[config.mk]
export PLATFORM = sky130hd
export DESIGN_NAME = modular_exponentiation
export DESIGN_NICKNAME = d
export VERILOG_FILES = /design/src/hw/rtl/mexp_pkg.sv /design/src/hw/rtl/mexp_mulmod.sv /design/src/hw/rtl/mexp_ctrl.sv /design/src/hw/rtl/modular_exponentiation.sv
export SDC_FILE = /design/constraint.sdc
export NUM_CORES = 1
export LEC_CHECK = 0
export BUFFER_PORTS_ARGS = -buffer_cell sky130_fd_sc_hd__buf_2
export CORE_MARGIN = 2
export CORE_UTILIZATION = 30
export DETAILED_ROUTE_END_ITERATION = 6
export GPL_TIMING_DRIVEN = 0
export SYNTH_ARGS = -nofsm -noshare
export SYNTH_HDL_FRONTEND = slang
export SYNTH_SLANG_ARGS = --single-unit
[constraint.sdc]
create_clock -name clk -period 14 [get_ports clk]
set_input_delay 0.7 -clock clk [delete_from_list [all_inputs] [get_ports clk]]
set_output_delay 0.7 -clock clk [all_outputs]
set_load 0.01 [all_outputs]
[src/hw/rtl/mexp_pkg.sv]
// Shared constants and types of the modular exponentiation block
package mexp_pkg;

  localparam int WIDTH = 32;
  localparam int CNT_W = $clog2(WIDTH);
  localparam logic [WIDTH-1:0] MODULUS_RESET = WIDTH'(64'd3221225473);

  typedef logic [WIDTH-1:0] word_t;

  typedef struct packed {
    logic  start;
    word_t a;
    word_t b;
  } mul_req_t;

  typedef struct packed {
    logic  done;
    word_t result;
  } mul_rsp_t;

  typedef enum logic [3:0] {
    ST_IDLE,
    ST_RED_GO,
    ST_RED_WAIT,
    ST_STEP,
    ST_PROD_GO,
    ST_PROD_WAIT,
    ST_SQ_GO,
    ST_SQ_WAIT,
    ST_FINISH
  } state_t;

endpackage

[src/hw/rtl/mexp_mulmod.sv]
// Bit-serial modular multiplier: one double-and-add step per cycle
module mexp_mulmod import mexp_pkg::*; (
  input  logic     clk,
  input  logic     rst,
  input  word_t    m,
  input  mul_req_t req,
  output mul_rsp_t rsp
);

  logic             busy;
  logic             done;
  logic [CNT_W-1:0] cnt;
  word_t            ashift;
  word_t            acc;
  word_t            b;

  logic [WIDTH:0] dbl;
  logic [WIDTH:0] sum;
  word_t          dred;
  word_t          ared;
  word_t          acc_next;

  always_comb begin
    dbl      = {acc, 1'b0};
    dred     = (dbl >= {1'b0, m}) ? WIDTH'(dbl - {1'b0, m}) : dbl[WIDTH-1:0];
    sum      = {1'b0, dred} + {1'b0, b};
    ared     = (sum >= {1'b0, m}) ? WIDTH'(sum - {1'b0, m}) : sum[WIDTH-1:0];
    acc_next = ashift[WIDTH-1] ? ared : dred;
  end

  always_ff @(posedge clk) begin
    if (rst) begin
      busy <= 1'b0;
      done <= 1'b0;
      cnt  <= '0;
    end else begin
      done <= 1'b0;
      if (req.start) begin
        busy <= 1'b1;
        cnt  <= CNT_W'(WIDTH - 1);
      end else if (busy) begin
        cnt <= cnt - 1'b1;
        if (cnt == '0) begin
          busy <= 1'b0;
          done <= 1'b1;
        end
      end
    end
  end

  always_ff @(posedge clk) begin
    if (req.start) begin
      ashift <= req.a;
      b      <= req.b;
      acc    <= '0;
    end else if (busy) begin
      ashift <= {ashift[WIDTH-2:0], 1'b0};
      acc    <= acc_next;
    end
  end

  assign rsp.done   = done;
  assign rsp.result = acc;

endmodule

[src/hw/rtl/mexp_ctrl.sv]
// Square-and-multiply sequencer driving the shared multiplier
module mexp_ctrl import mexp_pkg::*; (
  input  logic     clk,
  input  logic     rst,
  input  logic     start,
  input  word_t    base,
  input  word_t    exponent,
  input  word_t    m,
  input  logic     out_free,
  output logic     busy,
  output logic     fin_valid,
  output word_t    fin_result,
  output mul_req_t mul_req,
  input  mul_rsp_t mul_rsp
);

  state_t state;
  state_t state_next;
  word_t  sq;
  word_t  prod;
  word_t  expo;
  word_t  one_val;

  assign one_val = (m == WIDTH'(1)) ? '0 : WIDTH'(1);

  always_ff @(posedge clk) begin
    if (rst) begin
      state <= ST_IDLE;
    end else begin
      state <= state_next;
    end
  end

  always_comb begin
    state_next  = state;
    mul_req     = '{start: 1'b0, a: prod, b: sq};
    unique case (state)
      ST_IDLE: begin
        if (start) begin
          state_next = (m == '0) ? ST_FINISH : ST_RED_GO;
        end
      end
      ST_RED_GO: begin
        mul_req    = '{start: 1'b1, a: sq, b: one_val};
        state_next = ST_RED_WAIT;
      end
      ST_RED_WAIT: begin
        if (mul_rsp.done) state_next = ST_STEP;
      end
      ST_STEP: begin
        priority if (expo == '0) state_next = ST_FINISH;
        else if (expo[0])        state_next = ST_PROD_GO;
        else                     state_next = ST_SQ_GO;
      end
      ST_PROD_GO: begin
        mul_req    = '{start: 1'b1, a: prod, b: sq};
        state_next = ST_PROD_WAIT;
      end
      ST_PROD_WAIT: begin
        if (mul_rsp.done) begin
          state_next = (expo[WIDTH-1:1] == '0) ? ST_FINISH : ST_SQ_GO;
        end
      end
      ST_SQ_GO: begin
        mul_req    = '{start: 1'b1, a: sq, b: sq};
        state_next = ST_SQ_WAIT;
      end
      ST_SQ_WAIT: begin
        if (mul_rsp.done) state_next = ST_STEP;
      end
      ST_FINISH: begin
        if (out_free) state_next = ST_IDLE;
      end
      default: state_next = ST_IDLE;
    endcase
  end

  always_ff @(posedge clk) begin
    unique case (state)
      ST_IDLE: begin
        if (start) begin
          sq   <= base;
          expo <= exponent;
          prod <= (m == '0) ? '0 : one_val;
        end
      end
      ST_RED_WAIT, ST_SQ_WAIT: begin
        if (mul_rsp.done) sq <= mul_rsp.result;
      end
      ST_STEP: begin
        if (expo != '0 && !expo[0]) expo <= expo >> 1;
      end
      ST_PROD_WAIT: begin
        if (mul_rsp.done) begin
          prod <= mul_rsp.result;
          expo <= expo >> 1;
        end
      end
      default: begin
      end
    endcase
  end

  assign busy       = (state != ST_IDLE);
  assign fin_valid  = (state == ST_FINISH);
  assign fin_result = prod;

endmodule

[src/hw/rtl/modular_exponentiation.sv]
// Work per word: one reduction, one squaring per exponent bit below the top
//   set bit and one multiply per set bit, each a modular product on the
//   bit-serial multiplier of 32 steps.
// One word at a time: in_stall holds until the result leaves the controller.
// Reset: synchronous active-high rst; modulus returns to 3221225473.
module modular_exponentiation import mexp_pkg::*; (
  input  logic  clk,
  input  logic  rst,
  input  logic  in_valid,
  output logic  in_stall,
  input  word_t base,
  input  word_t exponent,
  output logic  out_valid,
  input  logic  out_stall,
  output word_t power_result,
  input  logic  cfg_valid,
  output logic  cfg_ready,
  input  word_t modulus
);

  word_t    mod_value;
  logic     busy;
  logic     fin_valid;
  word_t    fin_result;
  logic     out_free;
  mul_req_t mul_req;
  mul_rsp_t mul_rsp;

  assign cfg_ready = 1'b1;
  assign in_stall  = busy;
  assign out_free  = !out_valid || !out_stall;

  always_ff @(posedge clk) begin
    if (rst) begin
      mod_value <= MODULUS_RESET;
    end else if (cfg_valid && cfg_ready) begin
      mod_value <= modulus;
    end
  end

  always_ff @(posedge clk) begin
    if (rst) begin
      out_valid <= 1'b0;
    end else if (out_free) begin
      out_valid <= fin_valid;
    end
  end

  always_ff @(posedge clk) begin
    if (out_free && fin_valid) power_result <= fin_result;
  end

  mexp_ctrl u_ctrl (
    .clk        (clk),
    .rst        (rst),
    .start      (in_valid && !in_stall),
    .base       (base),
    .exponent   (exponent),
    .m          (mod_value),
    .out_free   (out_free),
    .busy       (busy),
    .fin_valid  (fin_valid),
    .fin_result (fin_result),
    .mul_req    (mul_req),
    .mul_rsp    (mul_rsp)
  );

  mexp_mulmod u_mulmod (
    .clk (clk),
    .rst (rst),
    .m   (mod_value),
    .req (mul_req),
    .rsp (mul_rsp)
  );

endmodule

# Word level (Yosys, flattened, before mapping)
# Cells that the tools add are included.
# op_classes
n_mux	32
div_mod_pow	0
addsub	4
shifts	0
multipliers	0
bitwise	1
reduce_logical	25
n_lt_le_gt_ge	2
eq_ne	14
# op_table
cell	count
two-way mux 32 bit	12
one-hot mux 65 bit (3 select lines)	1
one-hot mux 32 bit (2 select lines)	2
one-hot mux 32 bit (3 select lines)	1
greater-or-equal comparator 33 x 32 -> 1 bit	2
zero test 32 bit	2
subtractor 32 bit	2
adder 32 x 32 -> 33 bit	1
== test 32 x 1 -> 1 bit (second input constant)	1
one-hot mux 4 bit (8 select lines)	1
nonzero test 32 bit	1
zero test 31 bit	1
two-way mux 4 bit	7
== test 4 x 3 -> 1 bit (second input constant)	4
two-way mux 5 bit	2
inequality test 2 x 1 -> 1 bit (second input constant)	5
== test 4 x 2 -> 1 bit (second input constant)	2
AND reduction 4 bit	2
AND reduction 3 bit	2
nonzero test 2 bit	3
zero test 5 bit	1
two-way mux 1 bit	5
subtractor 5 x 1 -> 5 bit (second input constant)	1
== test 4 x 1 -> 1 bit (second input constant)	1
11 further kinds	16
# word_totals
mem_bits_rw	0
latchBits	0
rom_bits	0
elab_cells	91
input_bits	101
out_inout_bits	35
n_memories	0
ff_bits	268

# Longest topological paths before layout
# Gate-level depths: netlist of run 1.
# logic_depth
word_depth	6
depth_mapped	37
depth_no_buf	31

# Cells and area by module
# From an unflattened synthesis of run 1, not the netlist that was laid out.
# unflattened
cells_unflattened	1657
hier_area_um2	17231.5
# modules_own_cells
module	cells_each	n_inst	area_per_inst_um2	seq_area_each_um2
mexp_mulmod	1156	1	10003.3	2702.6
mexp_ctrl	357	1	5036.1	2962.8
modular_exponentiation	144	1	2192.1	1621.6

# Worst setup path before layout of run 1
# No wires, ideal clock.
# synth_path
path_kind	register to register
from	reg mod_value[19]
to	reg u_mulmod.acc[30]
required_time_ps	13883
path_stages_with_launch	35
setup_slack_ps	6967
arrival_time_ps	6917
cell_sequence	dfxtp_1 > inv_1 > ha_1 > clkbuf_1 > nand4_1 > nor4_1 > o2111ai_1 > and4b_1 > nor2_1 > o21ai_2 > buf_2 > buf_2 > nor2_1 > ha_1 > inv_1 > fa_1 > and2b_1 > o2111ai_2 > a211o_1 > a21bo_1 > a21o_1 > nand2_1 > xnor2_1 > inv_1 > ha_1 > a21oi_1 > o211ai_1 > a41oi_1 > o31ai_1 > a31oi_1 > o221a_1 > buf_2 > mux2_2 > mux2_1 > a22o_1
# synth_via
elab_chain_len	6
# synth_lines
element	line_no	text
from (decl)	modular_exponentiation.sv:21	word_t mod_value;
from (signal assigned)	modular_exponentiation.sv:37	mod_value <= modulus;
subtractor 32 bit or greater-or-equal comparator 33 x 32 -> 1 bit (tied branches)	mexp_mulmod.sv:25	dred = (dbl >= {1'b0, m}) ? WIDTH'(dbl - {1'b0, m}) : dbl[WIDTH-1:0];
two-way mux 32 bit	mexp_mulmod.sv:25	
adder 32 x 32 -> 33 bit	mexp_mulmod.sv:26	sum = {1'b0, dred} + {1'b0, b};
subtractor 32 bit or greater-or-equal comparator 33 x 32 -> 1 bit (tied branches)	mexp_mulmod.sv:27	ared = (sum >= {1'b0, m}) ? WIDTH'(sum - {1'b0, m}) : sum[WIDTH-1:0];
two-way mux 32 bit	mexp_mulmod.sv:27	
two-way mux 32 bit (*)	mexp_mulmod.sv:28	acc_next = ashift[WIDTH-1] ? ared : dred;
to (signal assigned)	mexp_mulmod.sv:58	acc <= acc_next;
to (decl)	mexp_mulmod.sv:14	word_t acc;
# Every way passes the cells marked *; elsewhere a longest branch is shown, timed or not.
# A chain may end at the register's enable or synchronous reset.

# Worst setup path in the final report of run 1
# layout_path
from	reg mod_value[20]
to	reg u_mulmod.acc[9]
# layout_via
elab_chain_len	6
# layout_lines
element	line_no
greater-or-equal comparator 33 x 32 -> 1 bit or subtractor 32 bit (tied branches)	mexp_mulmod.sv:25
two-way mux 32 bit	mexp_mulmod.sv:25
adder 32 x 32 -> 33 bit	mexp_mulmod.sv:26
subtractor 32 bit or greater-or-equal comparator 33 x 32 -> 1 bit (tied branches)	mexp_mulmod.sv:27
two-way mux 32 bit	mexp_mulmod.sv:27
two-way mux 32 bit (*)	mexp_mulmod.sv:28
# Marked as above.

==> metrics, run 1 <==
clock skew=0.03952 ns; total number of vias=between 10000 and 15000; remaining antenna violation count=0; 1st-iter DRT viols=1313; WP data arrival=10.49 ns; maximum clock frequency=0.09956 GHz; Die Wd=239.4 um; area grow syn2layout=17.25%; Crit path max-delay family=compound AO/OA/AOI/OAI gates; CP max stage cell=a2111oi_0; worst path bufs/invs=6; Die Span Y=between 200 and 250 um; largest net degree at the start of global routing=37; ys async rst share=0%; FF+latch count, synth=268; critical path required time=14.44 ns; Most Crowded Layer GR=met2; # fillers=5612; most common cell after layout, fill and taps aside=edfxtp_1; Port Buffers=132; min cycle time layout=10.04 ns; unrepaired setup endpoints after global routing=false; CTS H-tree lvls=2; placed instance area=around 18000 um2; most frequent cells in the layout=edfxtp_1, buf_2, a21oi_1; cell area after synthesis=roughly 17000 um2; Hold WC Path Type=in2reg; gr ovfl total=0; Setup Fix Bufs, Post-CTS=0; final-report max-slew violation count=0; CP Max Fanout=10; depth of the worst hold-timing path=3; Hold Path Origin=modulus[30]; Seq/Total Area, Yosys=43.85%; RR Startpoint=mod_value[20]; critical path launch point type=register; Setup Viol. Count Final=0; final hold violations=0; GR Util met2=30.79%; post-DP HPWL=around 45 mm; Num CTS Buffers=34; Remaining DRCs=0; first-pass GRT wire length=85.18 mm; layout cells sized above 1=15.92%; CP endpoint kind=register; Syn Area/Cell=10.02 um2; worst r2r path cells=32; MaxCap Viol Count=0; Initial Util=a little under a third; Max stage delay on crit path=0.93 ns; area of the die=between 50000 and 60000 um2; Post-Syn Instances=1659; Worst-path clk slew=0.06 ns; initial antenna violation count=7; reg-to-reg endpoint=u_mulmod.acc[9]; post-DR wirelength/cell=21.90 um; r2r setup slk=3.96 ns; post-cts sizing count=0; vias in the first global route=between 10000 and 15000; I/O pin count=136; Crit path top cell by count=a21oi_1; grt met1 use=28.05%; hold_buf cts=0; M3 GR Usage=3.792%; Final #Nets=approximately 2000; GPL Wtd Cong=0.9512; Total Wirelength=57.17 mm; Max Root-Sink Buffers=3; Root Buffer Master=clkbuf_16; hold path endpoint=mod_value[30]; Synth cell types=77; Post-synth EDFFs=between 150 and 200; Net Count, Synth=1861; YS warnings=0; clock sink count=268; GRT Total Usage=19.87%; setup TNS=0 ns; post-route clock period utilization=71.74%; Rel. slew slack=7.908%; critical path class=reg2reg; Main synth FF type=edfxtp_1; clock latency at the later pin of the worst-skew pair=roughly 0.56 ns; Initial DRT Pass Iterations=6; cell area after layout=19480 um2; drt via density=about 5.3; # rows=between 80 and 90; worst slew pin tran=~1.4 ns; CTS tree=done; core footprint=54990 um2; status=finished, final reports clean
-- worst min-delay path, cell delays in order --
cell	delay (ns)
buf_2	0.07
nand2_1	0.04
o211ai_1	0.06
-- worst max path at each step --
| stage | startpoint | to | slack [ns] | cells past startpoint |
|---|---|---|---|---|
| finish | mod_value[20] | u_mulmod.acc[9] | 3.96 | 32 |
| floorplan | mod_value[19] | u_mulmod.acc[30] | 6.97 | 34 |
| global route | mod_value[19] | u_mulmod.acc[13] | 3.61 | 35 |
| CTS | mod_value[20] | u_mulmod.acc[9] | 4.23 | 32 |
| global placement | mod_value[19] | u_mulmod.acc[8] | 4.00 | 32 |
| detailed placement | mod_value[20] | u_mulmod.acc[9] | 4.26 | 32 |
-- registers in the layout (all words and copies together), names as in the netlist, 32 cells and up --
name	count
u_ctrl.sq	32
u_mulmod.acc	32
u_ctrl.fin_result	32
mod_value	32
u_mulmod.ashift	32
power_result	32
u_ctrl.expo	32
u_mulmod.b	32
-- stage by stage --
stage	util, %	cells	hold WS [ns]	setup slack [ns]
after floorplan	-	1659	0.4268	6.967
after global placement	33.13	2539	0.4363	4.005
after detailed placement	33.40	2545	0.4373	4.260
after CTS	35.42	2607	0.3680	4.230
after global routing	35.43	2608	0.3960	3.610
final	35.44	2610	0.3920	3.956
-- cell usage after synthesis (7+ instances only) --
cell type / count / area [um2]
edfxtp_1: 192 / 5766
a21oi_1: 119 / 595.6
nor2_1: 114 / 427.9
nand2_1: 111 / 416.7
inv_1: 102 / 382.9
ha_1: 98 / 1226
dfxtp_1: 76 / 1521
mux2_2: 74 / 833.3
o21ai_0: 71 / 355.3
clkbuf_1: 65 / 244.0
mux2i_1: 53 / 530.5
xnor2_1: 53 / 464.2
nor2b_1: 43 / 269.0
a21o_1: 40 / 300.3
and2_1: 38 / 237.7
a222oi_1: 31 / 310.3
nand3_1: 31 / 155.2
xor2_1: 30 / 262.8
nand4_1: 23 / 143.9
nor3_1: 23 / 115.1
nor4_1: 21 / 131.4
o21a_1: 21 / 157.7
a31oi_1: 16 / 100.1
a211oi_1: 15 / 112.6
o211ai_1: 15 / 112.6
nand2b_1: 13 / 81.33
o31ai_1: 13 / 97.59
o21bai_1: 12 / 90.09
and3_1: 11 / 68.82
o21ai_1: 11 / 55.05
buf_2: 10 / 50.05
a211o_1: 8 / 70.07
a2111oi_0: 7 / 61.31
-- layout make-up --
class | instances | area (um2) | area share, %
Sequential cell | 268 | 7287 | 37.40
Clock buffer | 46 | 927.1 | 4.758
Timing Repair Buffer | 138 | 769.5 | 3.949
Clock inverter | 16 | 187.7 | 0.9632
Buffer | 82 | 335.3 | 1.721
Inverter | 104 | 390.4 | 2.003
Antenna cell | 3 | 7.507 | 0.03853
Tap cell | 748 | 935.9 | 4.803
Multi-Input combinational cell | 1205 | 8645 | 44.37
-- cell families (layout without fill, tap and decap cells) --
kind of cell | count (synthesis) | count (layout) | share of synthesized area (%)
other | 1 | 4 | 0.02257
AO/OA/AOI/OAI | 439 | 439 | 17.85
flip-flops | 268 | 268 | 43.85
AND/OR/NAND/NOR | 451 | 451 | 13.39
multiplexers | 130 | 130 | 8.410
buffers and inverters | 186 | 386 | 4.367
adder cells (fa/ha/maj) | 101 | 101 | 7.740
XOR/XNOR | 83 | 83 | 4.374
-- metal layers --
layer,share of wire [%],vias up
li1,-,6552
met5,0.072,-
met2,43,476
met3,7.1,85
met1,47,6656
met4,2.5,8
Power of run 1 is not shown: default switching activity piles up to over one toggle a cycle in this logic, so the estimate is an artifact.
==> run 2, diff against run 1 <==
Settings changed: ABC_AREA set to 1.
Clock period 14 ns to 10.4 ns, I/O delays scaled along.
==> run 2 against run 1 <==
Worst setup slack worse by 0.49 ns. Synthesized cell count up 69%. Sequential cell count unchanged. First-iteration DRC count up 43%. Hold slack worse by 0.25 ns. Die area up 16%. Critical endpoint is now u_mulmod.acc[22]. Highest routed layer is now met4.
==> metrics, run 2 <==
status=finished, final reports clean; Remaining DRCs=0 (unchanged); Crit path top cell by count=nand2_1; CP endpoint kind=register; Worst-path clk slew=0.06 ns (about the same); GPL Wtd Cong=0.9770 (+2.7%); Final #Nets=3186 (+57%); FF+latch count, synth=268 (unchanged); Net Count, Synth=3014 (+62%); MaxCap Viol Count=0 (unchanged); area of the die=66730 um2 (+16%); GRT Total Usage=20.53% (+0.66 points); YS warnings=0 (unchanged); initial antenna violation count=0 (-7); Yosys top cell area share=29.71% (-5.0 points); Port Buffers=134 (+1.5%); largest area contributor in the netlist=edfxtp_1; XOR/XNOR Fraction of Synth Area=2.212% (-2.2 points); post-cts sizing count=0 (unchanged); final hold violations=0 (unchanged); WP data arrival=7.46 ns (-3.03 ns); min cycle time layout=6.933 ns (-3.111 ns); final-report max-slew violation count=0 (unchanged); I/O pin count=136 (unchanged); RR Startpoint=mod_value[1]; post-route clock period utilization=66.67% (-5.1 points); Hold Path Origin=modulus[31]; Total Wirelength=70.10 mm (+23%); largest family of logic cells by synthesized area=simple AND/OR/NAND/NOR gates; hold_buf cts=0 (unchanged); CP Max Fanout=10 (unchanged); setup TNS=0 ns (unchanged); Synth Area in Simple Gates=32.31% (+19 points); Post-synth EDFFs=192 (unchanged); critical path launch point type=register; Setup Viol. Count Final=0 (unchanged); maximum clock frequency=0.1442 GHz (+45%); mux contribution to synthesized area=1.335% (-7.1 points); clock latency at the later pin of the worst-skew pair=0.60 ns (+0.04 ns); Root Buffer Master=clkbuf_16; Synth Area in Compound Gates=8.737% (-9.1 points); cell area after synthesis=19400 um2 (+17%); remaining antenna violation count=0 (unchanged); core footprint=64230 um2 (+17%); vias in the first global route=17350 (+28%); Post-Syn Instances=2812 (+69%); Syn Area/Cell=6.900 um2 (-31%); CP max stage cell=xor2_1; ys async rst share=0% (unchanged); most common cell after layout, fill and taps aside=nand2_1; Die Span Y=258.3 um (+7.9%); Num CTS Buffers=31 (-8.8%); Initial Util=30.21% (about the same); most frequent cells in the layout=nand2_1, inv_1, nor2_1; Main synth FF type=edfxtp_1; critical path class=reg2reg; drt via density=4.817 (-8.7%); post-DP HPWL=58.46 mm (+30%); Max stage delay on crit path=0.60 ns (-0.33 ns); unrepaired setup endpoints after global routing=false; ranking of synthesized cells by area=edfxtp_1, nand2_1, inv_1; ant diodes=0 (-3); total number of vias=18610 (+35%); critical path required time=10.93 ns (-3.51 ns); Hold WC Path Type=in2reg; Seq/Total Area, Yosys=37.55% (-6.3 points); worst slew pin tran=0.9596 ns (-0.4218 ns); Initial DRT Pass Iterations=6 (unchanged); largest net degree at the start of global routing=42 (+14%); layout cells sized above 1=10.00% (-5.9 points); Post-synth top cells=nand2_1, inv_1, nor2_1; # rows=93 (+8.1%); area grow syn2layout=15.27%; most common cell in the netlist=nand2_1; Rel. slew slack=36.03% (+28 points); Setup Fix Bufs, Post-CTS=0 (unchanged); clock sink count=268 (unchanged); Min Hold Slack=0.1449 ns (-0.2471 ns); Die Wd=258.3 um (+7.9%); CTS tree=done; CP startpoint=mod_value[1]; CTS H-tree lvls=1 (-1); gr ovfl total=0 (unchanged); post-DR wirelength/cell=18.14 um (-17%); clock skew=0.01470 ns (-0.02482 ns); Final Util=34.82% (-0.62 points); 1st-iter DRT viols=1876 (+43%); post-synthesis adder-cell area fraction=6.629% (-1.1 points); first-pass GRT wire length=104.5 mm (+23%); Synth cell types=46 (-40%); Max Root-Sink Buffers=3 (unchanged)
## run 2: cell types whose count changed after synthesis, sizes merged, moves of 38 or more
cell,delta
nand2,+757
nand3,+129
mux2i,-53
nor2,+255
xnor2,-38
inv,+377
mux2,-54
nor2b,-43
## run 2: worst paths after layout
kind                            depth (start not counted)          endpoint  slack [ns]
worst max-delay path                                   36  u_mulmod.acc[22]        3.47
worst min-delay path                                    3     mod_value[31]        0.14
worst max register to register                         36  u_mulmod.acc[22]        3.47
worst min register to register                          0  power_result[26]        0.45
## run 2: final cells by class
type	count	area (um2)
plain buffers	72	372.9
clock buffers	41	850.8
clock inverters	17	231.5
fillers	7061	41870
inverters	480	1802
multi-input cells	1992	9985
flip-flops and latches	268	7287
well taps	855	1070
repair buffers	139	768.2
## run 2: worst max-delay path: cells and delay by family, from the launching register on
family        cells  cell delay (ns)
xor+xnor          1             0.60
buf+inv           5             0.93
fa+ha+maj         4             1.44
flops             1             0.41
simple gates     26             3.46
## run 2: cells by family after synthesis
family                     after synthesis
AOI/OAI and AO/OA                      309
xor gates and xnor gates                49
adders and majority gates              101
buffers and inverters                  552
DFF                                    268
muxes                                   23
other                                    1
and+or+nand+nor                       1509
## run 2: metrics by stage
stage,area [um2],instances,worst slack (ns)
3_5_place_dp,21260,3805,3.690
4_1_cts,22350,3863,3.622
6_report,22370,3864,3.467
2_1_floorplan,19400,2812,5.666
3_3_place_gp,21140,3801,3.701
5_1_grt,22370,3864,3.228
## run 2: metal layers
layer | up-vias | track usage, % | wire, um
li1 | 9273 | - | -
met1 | 8642 | 28.54 | 31480
met2 | 590 | 33.56 | 31540
met3 | 107 | 2.426 | 4905
met4 | 0 | 5.861 | 2169
met5 | - | 0 | 0
Power of run 2 is left out for the same reason.
==> run 3, diff against run 2 <==
Clock period 10.4 ns to 6.99 ns, I/O delays scaled along.
==> run 3 against run 2 <==
The flow now finishes with violations (DRC). Hold slack got worse by 0.10 ns. Sequential share of layout area is 0.069 points lower. Via count is 0.11% higher.
==> metrics, run 3 (same netlist as run 2, synthesis figures left out) <==
depth of the worst hold-timing path=3 (unchanged); Total Wirelength=70.08 mm (about the same); most common cell after layout, fill and taps aside=nand2_1; Crit path top cell by count=nand2_1; vias in the first global route=17360 (+0.069%); CP Max Fanout=10 (unchanged); min cycle time layout=6.610 ns (-0.3233 ns); post-DP HPWL=58.46 mm (unchanged); ant diodes=0 (unchanged); initial antenna violation count=0 (unchanged); first-pass GRT wire length=104.5 mm (about the same); post-route clock period utilization=94.56% (+28 points); final-report max-slew violation count=0 (unchanged); worst r2r path cells=36 (unchanged); Setup Viol. Count Final=0 (unchanged); area of the die=66730 um2 (unchanged); CP endpoint kind=register; # rows=93 (unchanged); CTS H-tree lvls=1 (unchanged); most frequent cells in the layout=nand2_1, inv_1, nor2_1; I/O pin count=136 (unchanged); Hold Path Origin=out_stall; 1st-iter DRT viols=1836 (-2.1%); layout cells sized above 1=10.09% (+0.090 points); Max Root-Sink Buffers=3 (unchanged); Port Buffers=134 (unchanged); Rel. slew slack=34.67% (-1.4 points); Remaining DRCs=1 (+1); CTS tree=done; Num CTS Buffers=31 (unchanged); RR Startpoint=mod_value[1]; worst slew pin tran=0.9800 ns (+0.02039 ns); Initial Util=30.21% (unchanged); worst path bufs/invs=4 (-1); GPL Wtd Cong=0.9770 (unchanged); final hold violations=0 (unchanged); hold path endpoint=out_valid; Sequential Area=7287 um2 (unchanged); clock latency at the later pin of the worst-skew pair=0.60 ns (about the same); unrepaired setup endpoints after global routing=false; gr ovfl total=0 (unchanged); post-DR wirelength/cell=18.12 um (about the same); GRT Total Usage=20.53% (about the same); Root Buffer Master=clkbuf_16; failing checks=DRC; largest net degree at the start of global routing=42 (unchanged); Crit path max-delay family=simple AND/OR/NAND/NOR gates; CP max stage cell=xor2_1; critical path class=reg2reg; Hold WC Path Type=in2reg; Setup Fix Bufs, Post-CTS=0 (unchanged); area of the multi-input gates=10000 um2 (+0.18%); Initial DRT Pass Iterations=7 (+1); maximum clock frequency=0.1513 GHz (+4.9%); Final #Nets=3189 (+0.094%); WP data arrival=7.13 ns (-0.33 ns); critical path required time=7.51 ns (-3.42 ns); Worst-path clk slew=0.06 ns (about the same); area grow syn2layout=15.51%; MaxCap Viol Count=0 (unchanged); clock skew=0.01528 ns (+0.0005735 ns); Max stage delay on crit path=0.50 ns (-0.10 ns); setup TNS=0 ns (unchanged); Die Span Y=258.3 um (unchanged); reg-to-reg endpoint=u_mulmod.acc[22]; critical path launch point type=register; r2r setup slk=0.38 ns (-3.09 ns); # fillers=7056 (-0.071%); Die Wd=258.3 um (unchanged); total number of vias=18630 (+0.11%); clock sink count=268 (unchanged); core footprint=64230 um2 (unchanged); status=finished with violations; remaining antenna violation count=0 (unchanged); drt via density=4.818 (about the same)
-- run 3: changes by cell type in the layout (fill, tap and decap cells not counted), sizes merged --
cell         before  now
dlygate4sd3       0    3
-- run 3: tightest hold or removal path, delay by kind of cell --
family	cells	cell delay, ns
simple gates	1	0.07
buf+inv	1	0.09
compound gates	1	0.06
-- run 3: layout make-up --
cell class | instances | share of cell area (%)
multi-input combinational | 1992 | 44.62
sequential | 268 | 32.51
inverter | 480 | 8.038
tap | 855 | 4.773
clock buffer | 41 | 3.796
timing repair buffer | 142 | 3.561
buffer | 72 | 1.664
clock inverter | 17 | 1.033
-- run 3: per-layer routing --
metal  wire length [um]  up-vias  track usage [%]
met5                  0        -                0
met4               2214        0            5.861
met3               5005      106            2.426
met2              31530      621            33.57
met1              31330     8622            28.54
li1                   -     9284                -
-- run 3: what timing repair did --
| action | CTS | global route |
|---|---|---|
| resized for setup | 0 | 3 |
| endpoints found under the setup margin | 0 | 30 |
| hold endpoints to repair | 2 | 0 |
| hold buffers | 3 | 0 |
-- run 3: per-stage QoR --
stage               cells  util, %  area (um2)  hold WS [ns]  setup slack (ns)
CTS                  3866    34.84       22380       0.02631            0.2125
floorplan            2812        -       19400        0.4268             2.256
detailed placement   3805    33.11       21260        0.4391            0.2803
global placement     3801    32.92       21140        0.4321            0.2907
finish               3867    34.90       22410       0.04126            0.3802
global route         3867    34.90       22410       0.03073          0.003023
-- run 3: worst max-delay path by stage --
stage | start | end | slack [ns] | depth (start not counted)
finish | mod_value[1] | u_mulmod.acc[22] | 0.38 | 36
global route | mod_value[0] | u_mulmod.acc[25] | 0.003 | 36
CTS | mod_value[1] | u_mulmod.acc[22] | 0.21 | 36
detailed placement | mod_value[1] | u_mulmod.acc[22] | 0.28 | 36
global placement | mod_value[1] | u_mulmod.acc[30] | 0.29 | 36
floorplan | mod_value[21] | u_mulmod.acc[12] | 2.26 | 41
Power of run 3 is left out for the same reason.
